`src/rtl/core/jq_pkg.sv`:
```
`default_nettype none

package jq_pkg;

	// Result field widths
	localparam int PCT_BITS   = 7;
	localparam int DIR_BITS   = 2;
	localparam int FAULT_BITS = 3;

	// Full deflection value
	localparam int FULL_SCALE = 100;

	// Config port
	localparam int ADDR_BITS = 5;
	localparam int IDX_BITS  = 3;
	localparam int DATA_BITS = 32;

	// Register indexes (byte address = 4 * index)
	localparam logic [IDX_BITS-1:0] REG_ADC_LOW     = 3'd0;
	localparam logic [IDX_BITS-1:0] REG_MID_CODE    = 3'd1;
	localparam logic [IDX_BITS-1:0] REG_ADC_HIGH    = 3'd2;
	localparam logic [IDX_BITS-1:0] REG_DEAD_BAND   = 3'd3;
	localparam logic [IDX_BITS-1:0] REG_ALARM_LOW   = 3'd4;
	localparam logic [IDX_BITS-1:0] REG_ALARM_HIGH  = 3'd5;
	localparam logic [IDX_BITS-1:0] REG_REVERSE_DIR = 3'd6;

	// Register reset values, before truncation to the converter width
	localparam int RST_ADC_LOW    = 100;
	localparam int RST_MID_CODE   = 512;
	localparam int RST_ADC_HIGH   = 900;
	localparam int RST_DEAD_BAND  = 20;
	localparam int RST_ALARM_LOW  = 20;
	localparam int RST_ALARM_HIGH = 1000;

	typedef enum logic [DIR_BITS-1:0] {
		DIR_STOP = 2'd0,
		DIR_FWD  = 2'd1,
		DIR_BACK = 2'd2
	} dir_t;

	typedef enum logic [FAULT_BITS-1:0] {
		F_OK      = 3'd0,
		F_CAL     = 3'd1,
		F_RANGE   = 3'd2,
		F_ZERO    = 3'd3,
		F_DEADMAN = 3'd4,
		F_ESTOP   = 3'd5
	} fault_t;

	typedef enum logic [1:0] {
		ST_IDLE = 2'd0,
		ST_EVAL = 2'd1,
		ST_DIV  = 2'd2,
		ST_DONE = 2'd3
	} state_t;

endpackage

`default_nettype wire

```
`src/rtl/core/joystick_qualifier.sv`:
```
`default_nettype none

// Joystick qualifier: one transaction on the input channel carries a converter
// sample plus the deadman and emergency-stop switch levels; it yields exactly one
// result transaction with direction, percent (0..100), fault code and the
// deadman-armed flag. The armed flag is set when deadman is held while the
// previous result's percent was 0 and cleared when deadman is released. Faults
// are ranked estop, calibration, input range, zero sample, deadman; any fault
// gives stop at 0%. Without a fault the percent is a truncating linear map from
// the dead band edge to adc_low/adc_high, 100 beyond them (a sample exactly at
// adc_low gives stop at 0%), and reverse_dir swaps forward and backward. A
// transaction inside a mapped range goes from acceptance through an evaluation
// state and a restoring divider that produces one quotient bit per cycle, one
// for each bit of the 7-bit percent, to the load of the output register, which
// waits while an untaken result is held. A fault, a stop or a full-scale result
// skips the divider. A new input is accepted as soon as the previous result sits
// in the output register, even if the consumer has not taken it yet. Configuration
// is written over an APB-style port (register i at byte address 4*i, pready tied
// high) and must only be written while the block is idle.
module joystick_qualifier #(
	parameter int ADC_BITS = 10
) (
	input  wire                              clk,
	input  wire                              arst_n,
	// Config port
	input  wire                              psel,
	input  wire                              penable,
	input  wire                              pwrite,
	input  wire  [jq_pkg::ADDR_BITS-1:0]     paddr,
	input  wire  [jq_pkg::DATA_BITS-1:0]     pwdata,
	output logic [jq_pkg::DATA_BITS-1:0]     prdata,
	output logic                             pready,
	// Input channel
	input  wire                              in_valid,
	output logic                             in_ready,
	input  wire  [ADC_BITS-1:0]              sample,
	input  wire                              deadman_held,
	input  wire                              estop_ok,
	// Output channel
	output logic                             out_valid,
	input  wire                              out_ready,
	output logic [jq_pkg::DIR_BITS-1:0]      direction,
	output logic [jq_pkg::PCT_BITS-1:0]      percent,
	output logic [jq_pkg::FAULT_BITS-1:0]    fault_code,
	output logic                             deadman_armed
);

	localparam int PB  = jq_pkg::PCT_BITS;
	localparam int WB  = ADC_BITS + 1;          // room for center + dead band
	localparam int DW  = ADC_BITS + PB;         // divider width, num*100 < 2^DW
	localparam int CNT_BITS = $clog2(PB);
	localparam logic [CNT_BITS-1:0] CNT_LAST = CNT_BITS'(PB - 1);

	localparam logic [ADC_BITS-1:0] RST_ADC_LOW    = ADC_BITS'(jq_pkg::RST_ADC_LOW);
	localparam logic [ADC_BITS-1:0] RST_MID_CODE   = ADC_BITS'(jq_pkg::RST_MID_CODE);
	localparam logic [ADC_BITS-1:0] RST_ADC_HIGH   = ADC_BITS'(jq_pkg::RST_ADC_HIGH);
	localparam logic [ADC_BITS-1:0] RST_DEAD_BAND  = ADC_BITS'(jq_pkg::RST_DEAD_BAND);
	localparam logic [ADC_BITS-1:0] RST_ALARM_LOW  = ADC_BITS'(jq_pkg::RST_ALARM_LOW);
	localparam logic [ADC_BITS-1:0] RST_ALARM_HIGH = ADC_BITS'(jq_pkg::RST_ALARM_HIGH);

	// ------------------------------------------------------------------
	// Config registers
	// ------------------------------------------------------------------
	logic [ADC_BITS-1:0] adc_low_q, mid_code_q, adc_high_q, dead_band_q;
	logic [ADC_BITS-1:0] alarm_low_q, alarm_high_q;
	logic                reverse_dir_q;
	logic                cfg_wr;
	logic [jq_pkg::IDX_BITS-1:0] cfg_idx;

	assign pready  = 1'b1;
	assign cfg_idx = paddr[jq_pkg::ADDR_BITS-1:2];
	assign cfg_wr  = psel & penable & pwrite & pready;

	always_ff @(posedge clk or negedge arst_n) begin
		if (!arst_n) begin
			adc_low_q     <= RST_ADC_LOW;
			mid_code_q    <= RST_MID_CODE;
			adc_high_q    <= RST_ADC_HIGH;
			dead_band_q   <= RST_DEAD_BAND;
			alarm_low_q   <= RST_ALARM_LOW;
			alarm_high_q  <= RST_ALARM_HIGH;
			reverse_dir_q <= 1'b0;
		end else if (cfg_wr) begin
			case (cfg_idx)
				jq_pkg::REG_ADC_LOW:     adc_low_q     <= pwdata[ADC_BITS-1:0];
				jq_pkg::REG_MID_CODE:    mid_code_q    <= pwdata[ADC_BITS-1:0];
				jq_pkg::REG_ADC_HIGH:    adc_high_q    <= pwdata[ADC_BITS-1:0];
				jq_pkg::REG_DEAD_BAND:   dead_band_q   <= pwdata[ADC_BITS-1:0];
				jq_pkg::REG_ALARM_LOW:   alarm_low_q   <= pwdata[ADC_BITS-1:0];
				jq_pkg::REG_ALARM_HIGH:  alarm_high_q  <= pwdata[ADC_BITS-1:0];
				jq_pkg::REG_REVERSE_DIR: reverse_dir_q <= pwdata[0];
				default: ;  // unmapped index: dropped
			endcase
		end
	end

	always_comb begin
		case (cfg_idx)
			jq_pkg::REG_ADC_LOW:     prdata = jq_pkg::DATA_BITS'(adc_low_q);
			jq_pkg::REG_MID_CODE:    prdata = jq_pkg::DATA_BITS'(mid_code_q);
			jq_pkg::REG_ADC_HIGH:    prdata = jq_pkg::DATA_BITS'(adc_high_q);
			jq_pkg::REG_DEAD_BAND:   prdata = jq_pkg::DATA_BITS'(dead_band_q);
			jq_pkg::REG_ALARM_LOW:   prdata = jq_pkg::DATA_BITS'(alarm_low_q);
			jq_pkg::REG_ALARM_HIGH:  prdata = jq_pkg::DATA_BITS'(alarm_high_q);
			jq_pkg::REG_REVERSE_DIR: prdata = jq_pkg::DATA_BITS'(reverse_dir_q);
			default:                 prdata = '0;
		endcase
	end

	// ------------------------------------------------------------------
	// Control
	// ------------------------------------------------------------------
	jq_pkg::state_t state_q, state_nxt;
	logic [CNT_BITS-1:0] cnt_q;
	logic in_acc, out_load, ev_div;

	always_comb begin
		state_nxt = state_q;
		case (state_q)
			jq_pkg::ST_IDLE: if (in_acc) state_nxt = jq_pkg::ST_EVAL;
			jq_pkg::ST_EVAL: state_nxt = ev_div ? jq_pkg::ST_DIV : jq_pkg::ST_DONE;
			jq_pkg::ST_DIV:  if (cnt_q == CNT_LAST) state_nxt = jq_pkg::ST_DONE;
			jq_pkg::ST_DONE: if (out_load) state_nxt = jq_pkg::ST_IDLE;
			default:         state_nxt = jq_pkg::ST_IDLE;
		endcase
	end

	always_comb begin
		in_ready = (state_q == jq_pkg::ST_IDLE);
		out_load = (state_q == jq_pkg::ST_DONE) && (!out_valid || out_ready);
	end

	assign in_acc = in_valid & in_ready;

	always_ff @(posedge clk or negedge arst_n) begin
		if (!arst_n) state_q <= jq_pkg::ST_IDLE;
		else         state_q <= state_nxt;
	end

	// ------------------------------------------------------------------
	// Captured transaction and persistent state
	// ------------------------------------------------------------------
	logic [ADC_BITS-1:0] smp_q;
	logic                eok_q;
	logic                armed_q;
	logic [PB-1:0]       last_pct_q;
	logic [PB-1:0]       pct_q;

	always_ff @(posedge clk) begin
		if (in_acc) begin
			smp_q <= sample;
			eok_q <= estop_ok;
		end
	end

	// Armed flag uses the previous result's percent, updated at accept
	always_ff @(posedge clk or negedge arst_n) begin
		if (!arst_n) begin
			armed_q    <= 1'b0;
			last_pct_q <= '0;
		end else begin
			if (in_acc)
				armed_q <= deadman_held & (armed_q | (last_pct_q == '0));
			if (out_load)
				last_pct_q <= pct_q;
		end
	end

	// ------------------------------------------------------------------
	// Evaluation: fault ranking and mapping case
	// ------------------------------------------------------------------
	logic [WB-1:0] s_w, lo_w, ce_w, hi_w, db_w, al_w, ah_w, upper_w, lower_w;
	logic          cal_ok;
	jq_pkg::fault_t ev_fault;
	jq_pkg::dir_t   ev_dir, dir_map;
	logic [PB-1:0]  ev_pct;
	logic [WB-1:0]  num_w, den_w;

	always_comb begin
		s_w  = WB'(smp_q);
		lo_w = WB'(adc_low_q);
		ce_w = WB'(mid_code_q);
		hi_w = WB'(adc_high_q);
		db_w = WB'(dead_band_q);
		al_w = WB'(alarm_low_q);
		ah_w = WB'(alarm_high_q);
		upper_w = ce_w + db_w;
		lower_w = (ce_w >= db_w) ? (ce_w - db_w) : '0;

		cal_ok = (ah_w > hi_w) && (hi_w > ce_w) && (ce_w > lo_w) && (lo_w > al_w) &&
		         (upper_w < hi_w) && ((lo_w + db_w) < ce_w);

		if (!eok_q)                                   ev_fault = jq_pkg::F_ESTOP;
		else if (!cal_ok)                             ev_fault = jq_pkg::F_CAL;
		else if (s_w > ah_w || s_w < al_w)            ev_fault = jq_pkg::F_RANGE;
		else if (s_w == '0)                           ev_fault = jq_pkg::F_ZERO;
		else if (!armed_q && (s_w > upper_w || s_w < lower_w))
		                                              ev_fault = jq_pkg::F_DEADMAN;
		else                                          ev_fault = jq_pkg::F_OK;

		dir_map = jq_pkg::DIR_STOP;
		ev_pct  = '0;
		ev_div  = 1'b0;
		num_w   = '0;
		den_w   = '0;
		if (ev_fault == jq_pkg::F_OK) begin
			if (s_w > hi_w) begin
				dir_map = jq_pkg::DIR_FWD;
				ev_pct  = PB'(jq_pkg::FULL_SCALE);
			end else if (s_w < lo_w) begin
				dir_map = jq_pkg::DIR_BACK;
				ev_pct  = PB'(jq_pkg::FULL_SCALE);
			end else if (s_w > upper_w) begin
				dir_map = jq_pkg::DIR_FWD;
				ev_div  = 1'b1;
				num_w   = s_w - upper_w;
				den_w   = hi_w - upper_w;
			end else if (s_w < lower_w && s_w > lo_w) begin
				dir_map = jq_pkg::DIR_BACK;
				ev_div  = 1'b1;
				num_w   = lower_w - s_w;
				den_w   = lower_w - lo_w;
			end
		end

		ev_dir = dir_map;
		if (reverse_dir_q) begin
			case (dir_map)
				jq_pkg::DIR_FWD:  ev_dir = jq_pkg::DIR_BACK;
				jq_pkg::DIR_BACK: ev_dir = jq_pkg::DIR_FWD;
				default:          ev_dir = dir_map;
			endcase
		end
	end

	// ------------------------------------------------------------------
	// Restoring divider, one quotient bit per cycle, MSB first.
	// Numerator never exceeds the divisor on the mapped ranges, so the
	// quotient of num*100/den stays within 0..100 and fits PB bits.
	// ------------------------------------------------------------------
	logic [DW-1:0] rem_q, dsh_q;
	logic          ge;
	jq_pkg::dir_t   dir_q;
	jq_pkg::fault_t fault_q;

	assign ge = (rem_q >= dsh_q);

	always_ff @(posedge clk) begin
		case (state_q)
			jq_pkg::ST_EVAL: begin
				dir_q   <= ev_dir;
				fault_q <= ev_fault;
				pct_q   <= ev_pct;
				rem_q   <= DW'(num_w[ADC_BITS-1:0]) * DW'(jq_pkg::FULL_SCALE);
				dsh_q   <= DW'(den_w[ADC_BITS-1:0]) << (PB - 1);
				cnt_q   <= '0;
			end
			jq_pkg::ST_DIV: begin
				if (ge) rem_q <= rem_q - dsh_q;
				dsh_q <= dsh_q >> 1;
				pct_q <= {pct_q[PB-2:0], ge};
				cnt_q <= cnt_q + 1'b1;
			end
			default: ;
		endcase
	end

	// ------------------------------------------------------------------
	// Output register
	// ------------------------------------------------------------------
	always_ff @(posedge clk or negedge arst_n) begin
		if (!arst_n)
			out_valid <= 1'b0;
		else if (out_load)
			out_valid <= 1'b1;
		else if (out_ready)
			out_valid <= 1'b0;
	end

	always_ff @(posedge clk) begin
		if (out_load) begin
			direction     <= dir_q;
			percent       <= pct_q;
			fault_code    <= fault_q;
			deadman_armed <= armed_q;
		end
	end

	// ------------------------------------------------------------------
	// Assertions
	// ------------------------------------------------------------------
	a_fault_stops: assert property (@(posedge clk) disable iff (!arst_n)
		out_valid && (fault_code != jq_pkg::F_OK) |->
			(percent == '0) && (direction == jq_pkg::DIR_STOP))
		else $error("fault result not forced to stop");

	a_pct_range: assert property (@(posedge clk) disable iff (!arst_n)
		out_valid |-> (percent <= PB'(jq_pkg::FULL_SCALE)))
		else $error("percent above full scale");

	a_unarmed_neutral: assert property (@(posedge clk) disable iff (!arst_n)
		out_valid && (fault_code == jq_pkg::F_OK) && !deadman_armed |->
			(direction == jq_pkg::DIR_STOP))
		else $error("motion without armed deadman");

	a_div_len: assert property (@(posedge clk) disable iff (!arst_n)
		(state_q == jq_pkg::ST_DIV) && (cnt_q == CNT_LAST) |=>
			(state_q == jq_pkg::ST_DONE))
		else $error("divider did not finish");

endmodule

`default_nettype wire

```
`config.mk`:
```
export PLATFORM = sky130hd
export DESIGN_NAME = joystick_qualifier
export DESIGN_NICKNAME = d
export VERILOG_FILES = /design/src/rtl/core/jq_pkg.sv /design/src/rtl/core/joystick_qualifier.sv
export SDC_FILE = /design/constraint.sdc
export NUM_CORES = 1
export LEC_CHECK = 0
export ABC_AREA = 1
export BUFFER_PORTS_ARGS = -buffer_cell sky130_fd_sc_hd__buf_2
export CAP_MARGIN = 0
export CORE_ASPECT_RATIO = 1.1
export CORE_MARGIN = 2
export CORE_UTILIZATION = 50
export CTS_CLUSTER_DIAMETER = 80
export DETAILED_ROUTE_END_ITERATION = 10
export GPL_TIMING_DRIVEN = 0
export HOLD_SLACK_MARGIN = 0.06
export PLACE_DENSITY = 0.75
export SLEW_MARGIN = 20
export SYNTH_ARGS = -nofsm -noshare
export SYNTH_HDL_FRONTEND = slang
export SYNTH_SLANG_ARGS = --single-unit
```
`constraint.sdc`:
```
create_clock -name clk -period 9.16 [get_ports clk]
set_clock_uncertainty 0.2 [all_clocks]
set_input_delay 1.374 -clock clk [delete_from_list [all_inputs] [get_ports clk]]
set_output_delay 1.374 -clock clk [all_outputs]
set_load 0.1 [all_outputs]
```
==> run_results.csv, run 1 <==
group,metric,value,unit
pwr,max-vdd-ir-drop,0.000256,V
cells_and_area,final_layout_size_suffix_gt1_frac,0.0971,
cts,clkLatencyLatePin,440,ps
yosys,yosys_register_bits,144,
yosys,post-synth-top-area-cell,"ha_1",
cts,clock-sinks,144,
yosys,synth_warnings,0,
pwr,total_power_density_per_cell_area,334,mW/mm2
worst_setup_path,critPathMostFrequentCell,"nand2_1",
cts,cts-buffers-inserted,17,
routing,firstDrtPassIters,5,
timing,timing.fmax,127,MHz
worst_setup_path,timing.reg2reg.setup_slack,1270,ps
placed_design,post-place-ws,1280,ps
yosys,ys_seq_area_frac,0.294,
worst_setup_path,cp_max_stage_delay,630,ps
cts,tritoncts,"yes",
routing,route.detailed.drc,0,
placed_design,io_buffers,56,
timing,worstMarginPinSlew,1070,ps
global_route,first_global_vias,11985,
routing,via_count,12121,
cts,cts-root-to-sink-buffers,2,
placed_design,post-dp-hpwl,32100,um
routing,initialDrtViolationCount,795,
timing,final_period_minus_worst_setup_slack,7890,ps
yosys,mapped_avg_cell_area,7.83,um2
placed_design,routabilityCongestion,1.00,
yosys,synth_top_area_share,0.208,
worst_setup_path,worst_ep_arrival_time,7890,ps
run_status,run_status,"complete, no violations",
yosys,yosysMostFrequentCell,"nand2_1",
routing,route.final.wire_length,40100,um
worst_setup_path,crit_path_max_fanout,8,
worst_setup_path,setup.worst_path.class,"flip-flop to flip-flop",
cts,h-tree-depth,4,
cts,clkSlewWorstSetupHoldPaths,80,ps
timing,finalHoldViolations,0,
floorplanning,floorplan.initialDensity,0.507,
global_route,grt_pass1_wl,63000,um
cts,root_buffer,"clkbuf_16",
yosys,post_synth_instance_area,0.0136,mm2
cts,post_cts_resize_count,0,
worst_setup_path,critPathSlowestCell,"dfstp_2",
floorplanning,die_x,161,um
timing,setup_ws,1270,ps
pwr,total_leakage_power,0.00787,uW
cells_and_area,num_antenna_cells,0,
global_route,remaining_global_route_overflow,0,
floorplanning,fp.dieArea,0.0285,mm2
yosys,synth_enable_flop_cells,72,
worst_setup_path,worst-endpoint-required,9160,ps
worst_setup_path,endpoint_kind,"flip-flop",
floorplanning,die_y,177,um
timing,fin_crit_sh,0.861,
worst_setup_path,setup.worst_path.start_class,"flip-flop",
floorplanning,ioPinCount,104,
yosys,synthesis.instances,1734,
timing,pins_over_their_slew_limit,0,
routing,vias_per_cell,5.51,
yosys,netlist_top_cells_area,"ha_1 (21%), edfxtp_1 (16%), nand2_1 (10%)",
timing,final-setup-viol-count,0,
cts,postCtsSetupBuffers,0,
timing,maxSlewHeadroom,0.284,
global_route,maximum_number_of_pins_on_one_net_before_global_route_repair,57,
cts,number_of_hold_buffers_added_after_cts,0,
job,max_cap_violation_count,0,
min_path,timing.hold.worst.class,"flip-flop to flip-flop",
timing,grt_setup_unrepaired,"false",
routing,drtAntennaViolNets,0,
yosys,synth.distinct_cells,63,
floorplanning,floorplan.rows,63,
yosys,netlist_top_cells_count,"nand2_1 (376), inv_1 (296), ha_1 (226)",
cells_and_area,final_nets,2126,
global_route,global_route_total_usage_across_every_layer,0.286,
placed_design,dpl_cell_area,0.0144,mm2
global_route,initial_antenna_violation_count,0,
cells_and_area,fin_area,0.0150,mm2
yosys,async_set_or_reset_flop_fraction_in_the_synthesized_netlist,0.500,
cells_and_area,area.growth.synth_to_final,10.7,%
timing,setup_total_negative_slack,0,ps
floorplanning,core_area,0.0268,mm2
yosys,yosys_most_used_dff,"edfxtp_1",
routing,wl_per_cell,18.2,um
state kept, by name, indices dropped and copies added, names as in the netlist, 3 cells and up:
register      flops
last_pct_q        7
alarm_low_q      10
alarm_high_q     10
cnt_q             3
dsh_q            16
adc_low_q        10
adc_high_q       10
percent           7
smp_q            10
fault_code        3
fault_q           3
pct_q             7
mid_code_q       10
dead_band_q      10
rem_q            17
cells in the final DEF, fill, tap and decap left out, types with 4 or more instances in the layout:
cell	netlist	routed
a21o_1	9	9
a21oi_1	115	115
a221oi_1	10	10
a31oi_1	4	4
buf_2	2	57
buf_4	25	26
clkbuf_1	19	19
clkbuf_16	0	17
conb_1	2	23
dfrtp_1	54	54
dfstp_2	18	18
edfxtp_1	72	72
fa_1	13	13
ha_1	226	225
inv_1	296	296
inv_2	5	5
inv_8	0	7
nand2_1	376	376
nand2_2	4	4
nand2_4	5	5
nand3_1	43	43
nand4_1	18	18
nor2_1	106	106
nor2_4	4	4
nor3_1	18	18
nor4_1	4	4
o211ai_1	7	7
o21ai_0	124	124
o21ai_1	8	8
o21bai_1	13	13
o221ai_1	8	8
o22ai_1	17	17
or2_2	4	4
xnor2_1	18	18
xor2_1	35	35
final timing paths:
| kind | cells past startpoint | start | end |
|---|---|---|---|
| setup / recovery | 47 | dead_band_q[2] | rem_q[16] |
| hold / removal | 0 | fault_q[0] | fault_code[0] |
| setup reg to reg | 47 | dead_band_q[2] | rem_q[16] |
| hold reg to reg | 0 | fault_q[0] | fault_code[0] |
| max in group asynchronous | 2 | arst_n | alarm_high_q[3] |
| min in group asynchronous | 1 | arst_n | mid_code_q[5] |
metrics by stage:
stage / utilization / cells / hold slack [ps] / total power, uW
2_1_floorplan: - / 1755 / 200 / 3430
3_3_place_gp: 0.537 / 2168 / 206 / 4160
3_5_place_dp: 0.538 / 2169 / 205 / 4230
4_1_cts: 0.561 / 2201 / 217 / 4980
5_1_grt: 0.561 / 2201 / 232 / 5410
6_report: 0.561 / 2201 / 214 / 5020
area by class of cell:
class                      count  area [um2]
fill                        2488       11800
multi-input combinational   1261        8270
sequential                   144        3990
inverter                     301        1130
tap                          357         447
clock buffer                  17         425
timing repair buffer          57         310
buffer                        49         280
clock inverter                15         189
kinds of logic after synthesis:
| kind of cell | synth area share |
|---|---|
| buf+inv | 0.104 |
| compound gates | 0.149 |
| other cells | 0.000553 |
| xor+xnor | 0.0342 |
| fa+ha+maj | 0.227 |
| simple gates | 0.192 |
| flops | 0.294 |
layer usage:
| layer | vias to the layer above | share of wire | global-route usage |
|---|---|---|---|
| met5 | - | 0 | 0 |
| met3 | 146 | 0.052 | 0.0387 |
| met2 | 443 | 0.48 | 0.502 |
| met4 | 0 | 0.065 | 0.161 |
| met1 | 5623 | 0.40 | 0.338 |
| li1 | 5909 | - | - |
report_power, final:
part,internal (uW),total [uW],switching [uW]
combinational,990,3110,2120
sequential,996,1190,190
clock,394,727,333
total,2380,5020,2640
worst max-delay path: cells and delay by family (launching register included):
family | cells | cell delay, ps
AO/OA/AOI/OAI | 9 | 1290
XOR/XNOR | 2 | 390
adder cells (fa/ha/maj) | 6 | 1800
buffers and inverters | 8 | 680
flip-flops | 1 | 630
AND/OR/NAND/NOR | 22 | 2640
(Power assumes the default switching activity.)
==> inputs of run 2 (changes only) <==
--- a/config.mk
+++ b/config.mk
@@ -10,12 +10,12 @@
 export CAP_MARGIN = 0
 export CORE_ASPECT_RATIO = 1.1
 export CORE_MARGIN = 2
-export CORE_UTILIZATION = 50
+export CORE_UTILIZATION = 53
 export CTS_CLUSTER_DIAMETER = 80
 export DETAILED_ROUTE_END_ITERATION = 10
 export GPL_TIMING_DRIVEN = 0
 export HOLD_SLACK_MARGIN = 0.06
-export PLACE_DENSITY = 0.75
+export PLACE_DENSITY = 0.79
 export SLEW_MARGIN = 20
 export SYNTH_ARGS = -nofsm -noshare
 export SYNTH_HDL_FRONTEND = slang
==> run_results.csv, run 2 (synthesis gave the netlist of run 1 again) <==
group,metric,value,unit
global_route,maximum_number_of_pins_on_one_net_before_global_route_repair,56,
timing,fin_crit_sh,0.876,
routing,via_count,12141,
timing,final_period_minus_worst_setup_slack,8020,ps
routing,firstDrtPassIters,6,
placed_design,io_buffers,56,
run_status,run_status,"complete, no violations",
floorplanning,core_area,0.0253,mm2
cts,cts-root-to-sink-buffers,2,
cts,cts-buffers-inserted,17,
pwr,power.share.clock,0.143,
routing,drtAntennaViolNets,0,
timing,final-setup-viol-count,0,
worst_setup_path,path_delay_family,"simple AND/OR/NAND/NOR gates",
cells_and_area,area.growth.synth_to_final,10.6,%
worst_setup_path,setup.worst_path.class,"flip-flop to flip-flop",
placed_design,post-dp-hpwl,31500,um
pwr,total_power_density_per_cell_area,332,mW/mm2
pwr,totalPowerFinal,4990,uW
timing,setup_total_negative_slack,0,ps
cells_and_area,final_layout_size_suffix_gt1_frac,0.0971,
floorplanning,die_x,157,um
pwr,total_leakage_power,0.00788,uW
worst_setup_path,worst-endpoint-required,9160,ps
cells_and_area,final_nets,2126,
cts,tritoncts,"yes",
worst_setup_path,endpoint_kind,"flip-flop",
worst_setup_path,worst_ep_arrival_time,8020,ps
worst_setup_path,cp_max_stage_delay,660,ps
worst_setup_path,worstReg2RegStart,"dead_band_q[2]",
timing,grt_setup_unrepaired,"false",
pwr,net-switching-power,2640,uW
floorplanning,fp.dieArea,0.0269,mm2
floorplanning,floorplan.initialDensity,0.538,
worst_setup_path,crit_path_max_fanout,8,
cells_and_area,leading_cell_types_in_the_layout_fill_and_taps_excluded,"nand2_1 (376), inv_1 (296), ha_1 (225), o21ai_0 (124), a21oi_1 (115)",
worst_setup_path,setup.worst_path.start_class,"flip-flop",
cts,number_of_hold_buffers_added_after_cts,0,
routing,vias_per_cell,5.54,
min_path,hp-start,"fault_q[2]",
timing,timing.fmax,125,MHz
timing,pins_over_their_slew_limit,0,
global_route,remaining_global_route_overflow,0,
cts,root_buffer,"clkbuf_16",
worst_setup_path,worstSetupStartpoint,"dead_band_q[2]",
floorplanning,die_y,172,um
global_route,initial_antenna_violation_count,0,
pwr,power.share.sequential,0.237,
cts,h-tree-depth,4,
timing,finalHoldViolations,0,
worst_setup_path,critPathSlowestCell,"dfstp_2",
cells_and_area,leading_registers_by_flop_count,"rem_q: 17 flops, dsh_q: 16 flops",
pwr,switching_share,0.528,
cells_and_area,final_common_cell,"nand2_1",
cts,post_cts_resize_count,0,
routing,route.detailed.drc,0,
placed_design,routabilityCongestion,1.02,
global_route,first_global_vias,11897,
cells_and_area,num_antenna_cells,0,
cells_and_area,largest_reg_flops,17,
global_route,global_route_total_usage_across_every_layer,0.300,
cts,clkSlewWorstSetupHoldPaths,70,ps
routing,initialDrtViolationCount,872,
floorplanning,ioPinCount,104,
timing,worstMarginPinSlew,993,ps
cts,clock-sinks,144,
job,max_cap_violation_count,0,
pwr,p_int,2350,uW
routing,wl_per_cell,18.0,um
routing,route.final.wire_length,39300,um
floorplanning,floorplan.rows,61,
cts,clkLatencyLatePin,450,ps
worst_setup_path,cp_num_buf_inv,8,
worst_setup_path,critPathMostFrequentCell,"nand2_1",
min_path,timing.hold.worst.class,"flip-flop to flip-flop",
cells_and_area,largest-register,"rem_q",
timing,maxSlewHeadroom,0.333,
pwr,power_frac_comb,0.619,
pwr,max-vdd-ir-drop,0.000200,V
cts,postCtsSetupBuffers,0,
global_route,grt_pass1_wl,61600,um
-- run 2: per-layer routing --
metal  track usage  wire [um]
met5             0          0
met4         0.172       2490
met3        0.0444       2300
met2         0.540      19200
met1         0.339      15300
-- run 2: worst paths after layout --
| path | end | slack (ps) | depth (start not counted) |
|---|---|---|---|
| hold / removal | fault_code[2] | 230 | 0 |
| setup / recovery | rem_q[16] | 1140 | 47 |
| hold reg to reg | fault_code[2] | 230 | 0 |
| setup reg to reg | rem_q[16] | 1140 | 47 |
| max in group asynchronous | alarm_high_q[5] | 7520 | 2 |
| min in group asynchronous | mid_code_q[5] | 610 | 1 |
-- run 2: layout make-up --
cell class / instances / area [um2]
inverter: 301 / 1130
tap: 346 / 433
buffer: 49 / 280
multi-input combinational: 1261 / 8270
fill: 2252 / 10200
timing repair buffer: 57 / 310
clock buffer: 17 / 425
clock inverter: 15 / 184
sequential: 144 / 3990
-- run 2: stage by stage --
stage / util / hold slack (ps) / instances / instance area, um2 / worst slack [ps]
4_1_cts: 0.594 / 233 / 2190 / 15000 / 1250
5_1_grt: 0.594 / 229 / 2190 / 15000 / 567
6_report: 0.594 / 231 / 2190 / 15000 / 1140
3_3_place_gp: 0.569 / 213 / 2157 / 14400 / 1350
3_5_place_dp: 0.570 / 222 / 2158 / 14400 / 1300
2_1_floorplan: - / 200 / 1755 / 13700 / 2320
-- run 2: worst reg2reg max path, delay by kind of cell, from the launching register on --
kind	cells	cell delay (ps)
AO/OA/AOI/OAI	9	1380
XOR/XNOR	2	380
adder cells (fa/ha/maj)	6	1800
buffers and inverters	8	660
flip-flops	1	660
AND/OR/NAND/NOR	22	2680
-- run 2: power by group through the flow --
stage	clock network (uW)	logic (uW)	registers, uW
final	715	3090	1180
after global routing	739	3450	1200
after CTS	716	3050	1180
after detailed placement	0	3030	1190
after global placement	0	2960	1180
after floorplan	0	2160	1270
